[config.mk]
export PLATFORM = sky130hd
export DESIGN_NAME = pulse_period_tachometer
export DESIGN_NICKNAME = d
export VERILOG_FILES = /design/src/rtl/core/ppt_pkg.sv /design/src/rtl/core/pulse_period_tachometer.sv /design/src/rtl/core/ppt_divider.sv /design/src/rtl/core/ppt_history.sv /design/src/rtl/core/ppt_ctrl.sv
export SDC_FILE = /design/constraint.sdc
export NUM_CORES = 2
export LEC_CHECK = 0
export BUFFER_PORTS_ARGS = -buffer_cell sky130_fd_sc_hd__buf_2
export CAP_MARGIN = 10
export CORE_ASPECT_RATIO = 1.25
export CORE_MARGIN = 3
export CORE_UTILIZATION = 28
export CTS_CLUSTER_SIZE = 25
export DETAILED_ROUTE_END_ITERATION = 10
export HOLD_SLACK_MARGIN = 0.12
export PLACE_DENSITY = 0.48
export SYNTH_ARGS = -nofsm -noshare
export SYNTH_HDL_FRONTEND = slang
export SYNTH_SLANG_ARGS = --single-unit
[constraint.sdc]
create_clock -name clk -period 10.6 [get_ports clk]
set_input_delay 0.53 -clock clk [delete_from_list [all_inputs] [get_ports clk]]
set_output_delay 0.53 -clock clk [all_outputs]
set_load 0.005 [all_outputs]
[src/rtl/core/ppt_pkg.sv]
// Shared types, widths and constants of the pulse period tachometer.
// No dependencies; every other RTL module imports it.
`default_nettype none

package ppt_pkg;

	localparam int AVG_DEPTH = 8;

	localparam int TIME_W  = 48;
	localparam int SUM_W   = 48;
	localparam int COUNT_W = 32;
	localparam int RPM_W   = 16;
	localparam int MIN_W   = 20;
	localparam int TMO_W   = 26;
	localparam int UPD_W   = 26;
	localparam int CFG_W   = 26;
	localparam int CIDX_W  = 2;

	localparam int DIV_W   = 48;
	localparam int DSTEP_W = $clog2(DIV_W + 1);

	localparam int POS_W  = (AVG_DEPTH > 1) ? $clog2(AVG_DEPTH) : 1;
	localparam int FILL_W = $clog2(AVG_DEPTH + 1);
	localparam int TOT_W  = RPM_W + $clog2(AVG_DEPTH);

	localparam int NUM_W = 26;
	localparam logic [NUM_W-1:0] RPM_NUM = 26'd60000000;

	localparam logic [MIN_W-1:0] MIN_RESET = 20'd1000;
	localparam logic [TMO_W-1:0] TMO_RESET = 26'd1000000;
	localparam logic [RPM_W-1:0] THR_RESET = 16'd500;
	localparam logic [UPD_W-1:0] UPD_RESET = 26'd500000;

	typedef enum logic [CIDX_W-1:0] {
		CFG_MIN_INTERVAL,
		CFG_TIMEOUT,
		CFG_THRESHOLD,
		CFG_UPDATE_PERIOD
	} ppt_cfg_idx_t;

	typedef enum logic {
		OP_PULSE,
		OP_TICK
	} ppt_op_t;

	typedef enum logic [3:0] {
		ST_IDLE,
		ST_DIFF,
		ST_PULSE,
		ST_TICK,
		ST_CHECK,
		ST_DIV_PER,
		ST_DIV_RPM,
		ST_PUSH,
		ST_AVG,
		ST_DIV_AVG,
		ST_EMIT
	} ppt_state_t;

	typedef struct packed {
		logic              op;
		logic [TIME_W-1:0] time_us;
	} ppt_in_t;

	typedef struct packed {
		logic [RPM_W-1:0] rpm_avg;
		logic             running;
		logic             updated;
		logic             rpm_changed;
	} ppt_out_t;

	typedef struct packed {
		logic [MIN_W-1:0] min_pulse_interval_us;
		logic [TMO_W-1:0] pulse_timeout_us;
		logic [RPM_W-1:0] running_threshold_rpm;
		logic [UPD_W-1:0] update_period_us;
	} ppt_cfg_t;

	typedef struct packed {
		logic               start;
		logic [DSTEP_W-1:0] steps;
		logic [DIV_W-1:0]   dividend;
		logic [DIV_W-1:0]   divisor;
	} ppt_div_req_t;

	typedef struct packed {
		logic             done;
		logic [DIV_W-1:0] quotient;
	} ppt_div_rsp_t;

	typedef struct packed {
		logic             push;
		logic [RPM_W-1:0] value;
	} ppt_hist_req_t;

	typedef struct packed {
		logic [TOT_W-1:0]  total;
		logic [FILL_W-1:0] fill;
	} ppt_hist_rsp_t;

endpackage

`default_nettype wire

[src/rtl/core/pulse_period_tachometer.sv]
// Pulse period tachometer with moving-average rpm: top level.
// Depends on ppt_pkg, ppt_divider, ppt_history and ppt_ctrl.
//
// Each input word is a pulse edge (op 0) or an update tick (op 1) stamped with a
// 48-bit microsecond time, and each one yields exactly one output word carrying
// the held average rpm, the running flag, whether this word did an update, and
// whether raw and average rpm differed on that update. Items are worked one at
// a time. An updating tick runs all three divisions when an average period is
// formed, skips the rpm division when that period is zero, and runs only the
// moving average when no rate can be formed (timeout, no pulse, no interval).
// The single radix-2 divider is shared by the three divisions (average period,
// 48 steps; rpm from 60000000, 26 steps; moving average, 16 + log2(AVG_DEPTH)
// steps). A finished word waits in the output register, so the next input word
// is taken while it is still stalled; only a stall that outlasts the next item
// adds cycles. Configuration writes go straight into the registers and are
// meant to happen only while the block is idle. Reset clears all history at
// once; no clearing pass is needed.
`default_nettype none

module pulse_period_tachometer (
	input  wire logic                           clk,
	input  wire logic                           arst_n,
	input  wire logic                           in_valid,
	output logic                                in_stall,
	input  wire ppt_pkg::ppt_in_t               in_word,
	output logic                                out_valid,
	input  wire logic                           out_stall,
	output ppt_pkg::ppt_out_t                   out_word,
	input  wire logic                           cfg_we,
	input  wire logic [ppt_pkg::CIDX_W-1:0]     cfg_index,
	input  wire logic [ppt_pkg::CFG_W-1:0]      cfg_data
);
	import ppt_pkg::*;

	ppt_cfg_t      cfg_q;
	ppt_div_req_t  div_req;
	ppt_div_rsp_t  div_rsp;
	ppt_hist_req_t hist_req;
	ppt_hist_rsp_t hist_rsp;
	ppt_out_t      result;
	logic          emit;
	logic          slot_free;
	logic          out_valid_q;
	ppt_out_t      out_word_q;

	// Configuration registers, written by index, no read-back.
	always_ff @(posedge clk or negedge arst_n) begin
		if (!arst_n) begin
			cfg_q.min_pulse_interval_us <= MIN_RESET;
			cfg_q.pulse_timeout_us      <= TMO_RESET;
			cfg_q.running_threshold_rpm <= THR_RESET;
			cfg_q.update_period_us      <= UPD_RESET;
		end else if (cfg_we) begin
			unique case (ppt_cfg_idx_t'(cfg_index))
				CFG_MIN_INTERVAL:  cfg_q.min_pulse_interval_us <= cfg_data[MIN_W-1:0];
				CFG_TIMEOUT:       cfg_q.pulse_timeout_us      <= cfg_data[TMO_W-1:0];
				CFG_THRESHOLD:     cfg_q.running_threshold_rpm <= cfg_data[RPM_W-1:0];
				CFG_UPDATE_PERIOD: cfg_q.update_period_us      <= cfg_data[UPD_W-1:0];
				default: begin
				end
			endcase
		end
	end

	ppt_ctrl u_ctrl (
		.clk      (clk),
		.arst_n   (arst_n),
		.in_valid (in_valid),
		.in_word  (in_word),
		.in_stall (in_stall),
		.cfg      (cfg_q),
		.slot_free(slot_free),
		.emit     (emit),
		.result   (result),
		.div_req  (div_req),
		.div_rsp  (div_rsp),
		.hist_req (hist_req),
		.hist_rsp (hist_rsp)
	);

	ppt_divider u_divider (
		.clk   (clk),
		.arst_n(arst_n),
		.req   (div_req),
		.rsp   (div_rsp)
	);

	ppt_history u_history (
		.clk   (clk),
		.arst_n(arst_n),
		.req   (hist_req),
		.rsp   (hist_rsp)
	);

	// Output register: load a finished word when the slot is empty or
	// being drained this cycle; otherwise hold it until taken.
	assign slot_free = !out_valid_q || !out_stall;

	always_ff @(posedge clk or negedge arst_n) begin
		if (!arst_n) begin
			out_valid_q <= 1'b0;
		end else if (emit && slot_free) begin
			out_valid_q <= 1'b1;
		end else if (!out_stall) begin
			out_valid_q <= 1'b0;
		end
	end

	always_ff @(posedge clk) begin
		if (emit && slot_free) begin
			out_word_q <= result;
		end
	end

	assign out_valid = out_valid_q;
	assign out_word  = out_word_q;

endmodule

`default_nettype wire

[src/rtl/core/ppt_divider.sv]
// Bit-serial restoring divider: one quotient bit per cycle, MSB first.
// Depends on ppt_pkg for widths and the request/response structs.
`default_nettype none

module ppt_divider (
	input  wire logic                  clk,
	input  wire logic                  arst_n,
	input  wire ppt_pkg::ppt_div_req_t req,
	output ppt_pkg::ppt_div_rsp_t      rsp
);
	import ppt_pkg::*;

	logic               busy_q;
	logic               done_q;
	logic [DSTEP_W-1:0] cnt_q;
	logic [DIV_W-1:0]   rem_q;
	logic [DIV_W-1:0]   dvd_q;
	logic [DIV_W-1:0]   dvs_q;
	logic [DIV_W-1:0]   quo_q;

	logic [DIV_W:0]   shifted;
	logic             ge;
	logic [DIV_W-1:0] rem_next;

	// shift the next dividend bit into the partial remainder and try the subtract
	assign shifted  = {rem_q, dvd_q[DIV_W-1]};
	assign ge       = shifted >= {1'b0, dvs_q};
	assign rem_next = ge ? DIV_W'(shifted - {1'b0, dvs_q}) : shifted[DIV_W-1:0];

	always_ff @(posedge clk or negedge arst_n) begin
		if (!arst_n) begin
			busy_q <= 1'b0;
			done_q <= 1'b0;
			cnt_q  <= '0;
		end else begin
			done_q <= 1'b0;
			if (req.start) begin
				busy_q <= 1'b1;
				cnt_q  <= req.steps;
			end else if (busy_q) begin
				cnt_q <= cnt_q - DSTEP_W'(1);
				if (cnt_q == DSTEP_W'(1)) begin
					busy_q <= 1'b0;
					done_q <= 1'b1;
				end
			end
		end
	end

	always_ff @(posedge clk) begin
		if (req.start) begin
			rem_q <= '0;
			quo_q <= '0;
			dvd_q <= req.dividend;
			dvs_q <= req.divisor;
		end else if (busy_q) begin
			rem_q <= rem_next;
			quo_q <= {quo_q[DIV_W-2:0], ge};
			dvd_q <= {dvd_q[DIV_W-2:0], 1'b0};
		end
	end

	assign rsp.done     = done_q;
	assign rsp.quotient = quo_q;

endmodule

`default_nettype wire

[src/rtl/core/ppt_history.sv]
// Moving-average history: ring of raw rpm samples with running total and fill.
// Depends on ppt_pkg for AVG_DEPTH, widths and the push/status structs.
`default_nettype none

module ppt_history (
	input  wire logic                   clk,
	input  wire logic                   arst_n,
	input  wire ppt_pkg::ppt_hist_req_t req,
	output ppt_pkg::ppt_hist_rsp_t      rsp
);
	import ppt_pkg::*;

	logic [RPM_W-1:0]  hist_q [AVG_DEPTH];
	logic [POS_W-1:0]  pos_q;
	logic [FILL_W-1:0] fill_q;
	logic [TOT_W-1:0]  total_q;

	always_ff @(posedge clk or negedge arst_n) begin
		if (!arst_n) begin
			for (int i = 0; i < AVG_DEPTH; i++) begin
				hist_q[i] <= '0;
			end
			pos_q   <= '0;
			fill_q  <= '0;
			total_q <= '0;
		end else if (req.push) begin
			// drop the oldest sample from the total, add the new one
			total_q       <= total_q - TOT_W'(hist_q[pos_q]) + TOT_W'(req.value);
			hist_q[pos_q] <= req.value;
			pos_q         <= (pos_q == POS_W'(AVG_DEPTH - 1)) ? '0 : pos_q + POS_W'(1);
			if (fill_q != FILL_W'(AVG_DEPTH)) begin
				fill_q <= fill_q + FILL_W'(1);
			end
		end
	end

	assign rsp.total = total_q;
	assign rsp.fill  = fill_q;

endmodule

`default_nettype wire

[src/rtl/core/ppt_ctrl.sv]
// Item sequencer: pulse bookkeeping, update timing and the rpm computation.
// Depends on ppt_pkg; drives ppt_divider and ppt_history through structs.
`default_nettype none

module ppt_ctrl (
	input  wire logic                   clk,
	input  wire logic                   arst_n,
	input  wire logic                   in_valid,
	input  wire ppt_pkg::ppt_in_t       in_word,
	output logic                        in_stall,
	input  wire ppt_pkg::ppt_cfg_t      cfg,
	input  wire logic                   slot_free,
	output logic                        emit,
	output ppt_pkg::ppt_out_t           result,
	output ppt_pkg::ppt_div_req_t       div_req,
	input  wire ppt_pkg::ppt_div_rsp_t  div_rsp,
	output ppt_pkg::ppt_hist_req_t      hist_req,
	input  wire ppt_pkg::ppt_hist_rsp_t hist_rsp
);
	import ppt_pkg::*;

	ppt_state_t state_q, state_d;

	// item being worked on
	logic              op_q;
	logic [TIME_W-1:0] t_q;
	logic [TIME_W-1:0] diff_q;

	// architectural state
	logic               pulse_seen_q;
	logic [TIME_W-1:0]  last_pulse_q;
	logic [SUM_W-1:0]   period_sum_q;
	logic [COUNT_W-1:0] count_q;
	logic               started_q;
	logic [TIME_W-1:0]  last_update_q;
	logic [RPM_W-1:0]   rpm_held_q;
	logic               running_held_q;

	// per-update scratch and result flags
	logic [RPM_W-1:0] rpm_q;
	logic             running_q;
	logic             updated_q;
	logic             changed_q;

	logic [SUM_W:0]   sum_ext;
	logic [SUM_W-1:0] sum_sat;
	logic [RPM_W-1:0] rpm_sat;
	logic [RPM_W-1:0] avg;
	logic             rate_ok;

	assign sum_ext = {1'b0, period_sum_q} + {1'b0, diff_q};
	assign sum_sat = sum_ext[SUM_W] ? '1 : sum_ext[SUM_W-1:0];
	assign rpm_sat = (|div_rsp.quotient[DIV_W-1:RPM_W]) ? '1 : div_rsp.quotient[RPM_W-1:0];
	assign avg     = div_rsp.quotient[RPM_W-1:0];
	assign rate_ok = pulse_seen_q && (diff_q < TIME_W'(cfg.pulse_timeout_us))
		&& (count_q != '0);

	always_ff @(posedge clk or negedge arst_n) begin
		if (!arst_n) begin
			state_q <= ST_IDLE;
		end else begin
			state_q <= state_d;
		end
	end

	always_comb begin
		state_d           = state_q;
		div_req.start     = 1'b0;
		div_req.steps     = DSTEP_W'(DIV_W);
		div_req.dividend  = period_sum_q;
		div_req.divisor   = DIV_W'(count_q);
		hist_req.push     = 1'b0;
		hist_req.value    = rpm_q;
		unique case (state_q)
			ST_IDLE: begin
				if (in_valid) begin
					state_d = ST_DIFF;
				end
			end
			ST_DIFF: begin
				if (op_q == OP_PULSE) begin
					state_d = ST_PULSE;
				end else if (!started_q) begin
					state_d = ST_EMIT;
				end else begin
					state_d = ST_TICK;
				end
			end
			ST_PULSE: begin
				state_d = ST_EMIT;
			end
			ST_TICK: begin
				state_d = (diff_q < TIME_W'(cfg.update_period_us)) ? ST_EMIT : ST_CHECK;
			end
			ST_CHECK: begin
				if (rate_ok) begin
					div_req.start = 1'b1;
					state_d       = ST_DIV_PER;
				end else begin
					state_d = ST_PUSH;
				end
			end
			ST_DIV_PER: begin
				if (div_rsp.done) begin
					if (div_rsp.quotient == '0) begin
						state_d = ST_PUSH;
					end else begin
						div_req.start    = 1'b1;
						div_req.steps    = DSTEP_W'(NUM_W);
						div_req.dividend = DIV_W'(RPM_NUM) << (DIV_W - NUM_W);
						div_req.divisor  = div_rsp.quotient;
						state_d          = ST_DIV_RPM;
					end
				end
			end
			ST_DIV_RPM: begin
				if (div_rsp.done) begin
					state_d = ST_PUSH;
				end
			end
			ST_PUSH: begin
				hist_req.push = 1'b1;
				state_d       = ST_AVG;
			end
			ST_AVG: begin
				div_req.start    = 1'b1;
				div_req.steps    = DSTEP_W'(TOT_W);
				div_req.dividend = DIV_W'(hist_rsp.total) << (DIV_W - TOT_W);
				div_req.divisor  = DIV_W'(hist_rsp.fill);
				state_d          = ST_DIV_AVG;
			end
			ST_DIV_AVG: begin
				if (div_rsp.done) begin
					state_d = ST_EMIT;
				end
			end
			ST_EMIT: begin
				if (slot_free) begin
					state_d = ST_IDLE;
				end
			end
			default: begin
				state_d = ST_IDLE;
			end
		endcase
	end

	always_ff @(posedge clk) begin
		case (state_q)
			ST_IDLE: begin
				op_q <= in_word.op;
				t_q  <= in_word.time_us;
			end
			ST_DIFF: begin
				diff_q <= t_q - ((op_q == OP_PULSE) ? last_pulse_q : last_update_q);
			end
			ST_TICK: begin
				diff_q <= t_q - last_pulse_q;
			end
			default: begin
			end
		endcase
	end

	always_ff @(posedge clk or negedge arst_n) begin
		if (!arst_n) begin
			pulse_seen_q   <= 1'b0;
			last_pulse_q   <= '0;
			period_sum_q   <= '0;
			count_q        <= '0;
			started_q      <= 1'b0;
			last_update_q  <= '0;
			rpm_held_q     <= '0;
			running_held_q <= 1'b0;
			rpm_q          <= '0;
			running_q      <= 1'b0;
			updated_q      <= 1'b0;
			changed_q      <= 1'b0;
		end else begin
			case (state_q)
				ST_IDLE: begin
					if (in_valid) begin
						updated_q <= 1'b0;
						changed_q <= 1'b0;
					end
				end
				ST_DIFF: begin
					if (op_q == OP_TICK && !started_q) begin
						started_q     <= 1'b1;
						last_update_q <= t_q;
					end
				end
				ST_PULSE: begin
					if (!pulse_seen_q) begin
						pulse_seen_q <= 1'b1;
						last_pulse_q <= t_q;
					end else if (diff_q >= TIME_W'(cfg.min_pulse_interval_us)) begin
						last_pulse_q <= t_q;
						period_sum_q <= sum_sat;
						if (count_q != '1) begin
							count_q <= count_q + COUNT_W'(1);
						end
					end
				end
				ST_CHECK: begin
					if (!rate_ok) begin
						rpm_q     <= '0;
						running_q <= 1'b0;
					end
				end
				ST_DIV_PER: begin
					if (div_rsp.done && div_rsp.quotient == '0) begin
						rpm_q     <= '0;
						running_q <= 1'b0;
					end
				end
				ST_DIV_RPM: begin
					if (div_rsp.done) begin
						rpm_q     <= rpm_sat;
						running_q <= rpm_sat >= cfg.running_threshold_rpm;
					end
				end
				ST_DIV_AVG: begin
					if (div_rsp.done) begin
						rpm_held_q     <= avg;
						running_held_q <= running_q;
						changed_q      <= rpm_q != avg;
						updated_q      <= 1'b1;
						period_sum_q   <= '0;
						count_q        <= '0;
						last_update_q  <= t_q;
					end
				end
				default: begin
				end
			endcase
		end
	end

	assign in_stall           = state_q != ST_IDLE;
	assign emit               = state_q == ST_EMIT;
	assign result.rpm_avg     = rpm_held_q;
	assign result.running     = running_held_q;
	assign result.updated     = updated_q;
	assign result.rpm_changed = changed_q;

endmodule

`default_nettype wire

==> out/summary.log <==
qor: finish.syn_to_final_growth 15.5%
qor: critical_path.arrival_worst_endpoint 6.09 ns
qor: detailed_routing.number_of_nets_with_antenna_violations_after_detailed_routing 0
qor: power.static-leakage-power 22.0 nW
qor: yosys.synthesis.nets 4,670
qor: yosys.yosysWarningCount 0
qor: yosys.syn_area 0.0433 mm²
qor: yosys.netlist_top_cells_area dfrtp_1 26%, edfxtp_1 15%, ha_1 7.4%, mux2_2 6.4%, nand2_1 4.5%
qor: detailed_routing.drt_first_pass_iters 5
qor: yosys.post_synth_num_cell_types 99
qor: power.power-per-cell-area 338 mW/mm²
qor: timing.final_period_minus_worst_setup_slack 5.60 ns
qor: detailed_routing.drt_iter0_drc 1,703
qor: floorplanning.floorplan.core_area 0.153 mm²
qor: finish.fillerInstances 15,762
qor: floorplanning.num_io_pins 103
qor: power.ir_drop 0.187 mV
qor: critical_path.crit_path_start_kind flop
qor: clock_tree.cts.repair_timing.setup_buffer_count 0
qor: critical_path.critical_path_class flop to flop
qor: yosys.async_flop_share 0.604
qor: finish.final_std_cell_area_no_fill 0.0500 mm²
qor: yosys.syn-mean-instance-area 10.0 µm²
qor: critical_path.path_cells nand2_1 > nor3_1 > nand2b_4 > mux2_2 > ha_1 > inv_1 > fa_1 > a21o_1 > a2111oi_2 > o21ai_1 > nor4b_2 > nor3_1 > or2_1 > o31ai_2 > a211o_1 > a2111o_1 > o311ai_1
qor: place.numPortBuffers 102
qor: power.clock_power_share 0.205
qor: timing.final-max-slew-violation-count 0
qor: yosys.synth_edf_count 212
qor: finish.final_net_count 4,771
qor: grt.grt_pass1_wl 190,000 µm
qor: critical_path.timing.critical_path.required 11.09 ns
qor: clock_tree.clock-sinks 777
qor: clock_tree.clk_path_buf_depth 3
qor: floorplanning.initial_utilization 0.283
qor: timing.setup_repair_after_global_routing_missed_its_margin no
qor: clock_tree.cts_tree built
qor: timing.fin_crit_sh 0.528
qor: grt.grt_pass1_vias 32,413
qor: power.power.net_switching 7.04 mW
qor: finish.layout.cells.most_common_list 516 x nand2_1, 442 x dfrtp_1, 263 x inv_1, 261 x o21ai_0, 256 x ha_1
qor: timing.worst_clock_skew 0.0247 ns
qor: critical_path.most_common_cell_type_on_the_critical_path nor3_1
qor: timing.timing_worst_slew_pin_value 1.19 ns
qor: run_status.outcome finished, final reports clean
qor: detailed_routing.drt_drc_violations_left 0
qor: detailed_routing.avgViaCountPerCell 4.86
qor: yosys.ys.flop_type dfrtp_1
qor: yosys.syn-instance-count 4,313
qor: floorplanning.fp.dieW 358 µm
qor: place.place_congestion 0.842
qor: timing.setup_total_negative_slack 0 ns
qor: place.hpwl 87,000 µm
qor: min_path.holdCritPathClass input port to flop
qor: timing.timing.final.hold_violations 0
qor: grt.global_route_total_usage_across_every_layer 0.151
qor: detailed_routing.average_routed_wire_per_standard_cell 18.4 µm
qor: detailed_routing.detailroute.via_count 31,669
qor: clock_tree.cts.root.buffer_cell clkbuf_16
qor: timing.max_slew_margin 0.205
qor: clock_tree.ctsHoldBuffers 74
qor: clock_tree.cts_max_level 3
qor: clock_tree.insertion_delay 0.69 ns
qor: clock_tree.clk_pin_slew_worst_paths 0.06 ns
qor: power.power_switching_share 0.416
qor: yosys.synth_top_cell_area_share 0.256
qor: finish.mostFrequentLayoutCell nand2_1
qor: finish.layout-drive-gt1-share 0.152
qor: floorplanning.row_count 160
qor: power.cellInternalPower 9.87 mW
qor: yosys.yosys.area.top_type dfrtp_1
qor: floorplanning.die_h 446 µm
qor: power.comb_power_share 0.497
qor: detailed_routing.wl 120,000 µm
qor: timing.timing.final.setup_violations 0
qor: floorplanning.dieArea 0.159 mm²
qor: yosys.synth.ff_latch_count 777
qor: critical_path.category_of_the_worst_setup_path_capture_point flop
qor: job.drv_cap 0
qor: grt.grt_max_degree 98
qor: place.placedInstanceArea 0.0459 mm²
qor: critical_path.critical_path.max_fanout 48
qor: timing.clock.fmax 179 MHz
qor: grt.antenna_violations_before_repair 6
qor: grt.globalRoute.totalOverflow 0
qor: clock_tree.tritoncts.num_buffers 91
qor: clock_tree.post_cts_resized 0
qor: critical_path.max_stage_delay 0.76 ns
qor: yosys.synth_sequential_area_ratio 0.463
qor: critical_path.crit_slowest_cell nand2b_4
qor: power.flop_pwr_share 0.298
## cells in the mapped netlist, types with 9 or more instances
master    instances
nand2b_1         24
and2_1           28
mux2i_1         122
edfxtp_1        212
o31ai_1          19
a21oi_1         237
dfxtp_1          96
clkbuf_1        174
nor3_2           31
nor2_1          255
a31oi_1          27
dfstp_2          26
a211oi_1         58
mux2_2          246
buf_2            33
or2_2            11
xnor2_1         134
fa_1             19
nand3_1          87
a21o_1          116
nor3_1           70
nand2_1         518
a22oi_1          78
xor2_1           55
o21a_1           25
o211ai_1         12
nor2b_1          30
nor4_1           49
or3_1             9
o21ai_0         261
inv_1           264
ha_1            256
o21bai_1         20
dfrtp_1         443
nand4_1          72
and3_1           27
## registers in the layout (all words and copies together), names as in the netlist, 19 cells and up
register / count
u_ctrl.last_pulse_q: 48
u_divider.dvs_q: 48
u_history.total_q: 19
u_ctrl.last_update_q: 48
u_ctrl.period_sum_q: 48
u_ctrl.count_q: 32
u_divider.rem_q: 48
u_ctrl.diff_q: 48
cfg_q: 88
u_history.hist_q: 128
out_word: 19
u_divider.dvd_q: 48
u_divider.quo_q: 48
u_ctrl.t_q: 48
## stage by stage
step                worst slack, ns  hold slack (ns)  utilization  total power [mW]  std cells
global route                   4.57            0.181        0.327              18.3       6520
finish                         5.00            0.196        0.327              16.9       6520
floorplan                      5.93            0.234            -              11.3       4313
global placement               5.06            0.434        0.300              13.4       6272
detailed placement             4.99            0.439        0.300              13.5       6272
CTS                            4.95            0.126        0.327              17.1       6518
## power by group through the flow
stage	Clock [mW]	Sequential, mW	Combinational, mW
2_1_floorplan	0	4.63	6.71
3_3_place_gp	0	5.09	8.35
3_5_place_dp	0	5.10	8.41
4_1_cts	3.58	5.05	8.49
5_1_grt	3.70	5.15	9.50
6_report	3.47	5.04	8.41
## per-layer routing
layer  GRT usage  wire [µm]  vias up
li1            -          -    15615
met1       0.191      52700    15383
met2       0.263      59100      495
met3      0.0202       4030      174
met4      0.0494       3810        2
met5           0         13        -
## final timing paths
kind / from / to / slack (ns) / cells after the start
worst min-delay path: cfg_data[12] / cfg_q[80] / 0.20 / 3
max in group asynchronous: arst_n / cfg_q[35] / 7.75 / 4
worst max-delay path: u_ctrl.state_q[0] / u_ctrl.diff_q[44] / 5.00 / 17
worst max register to register: u_ctrl.state_q[0] / u_ctrl.diff_q[44] / 5.00 / 17
min in group asynchronous: arst_n / u_divider.busy_q / 0.54 / 2
worst min register to register: u_ctrl.rpm_held_q[9] / out_word[12] / 0.45 / 0
## logic make-up (layout without fill, tap and decap cells)
logic type                 Yosys count  after routing  share of synthesized area
other                                0              2                          0
buffers and inverters              490            670                     0.0449
DFF                                777            777                      0.463
muxes                              368            368                     0.0922
adders and majority gates          275            275                     0.0828
xor gates and xnor gates           189            189                     0.0382
and+or+nand+nor                   1255           1255                      0.137
AOI/OAI and AO/OA                  959            959                      0.141
## critical path: cells and delay by family, from the launching register on
kind | cells | cell delay (ns)
compound gates | 7 | 1.82
fa+ha+maj | 2 | 0.56
buf+inv | 1 | 0.06
flops | 1 | 0.67
mux | 1 | 0.30
simple gates | 6 | 1.95
## layout make-up
class | count | area [µm²] | area share
diodes | 2 | 5.00 | 0.000100
repair buffers | 232 | 1680 | 0.0336
inverters | 266 | 1000 | 0.0200
clock buffers | 130 | 2670 | 0.0534
flip-flops and latches | 777 | 20100 | 0.401
clock inverters | 42 | 651 | 0.0130
multi-input cells | 3046 | 21400 | 0.428
well taps | 2025 | 2530 | 0.0507
(Power assumes the default switching activity.)
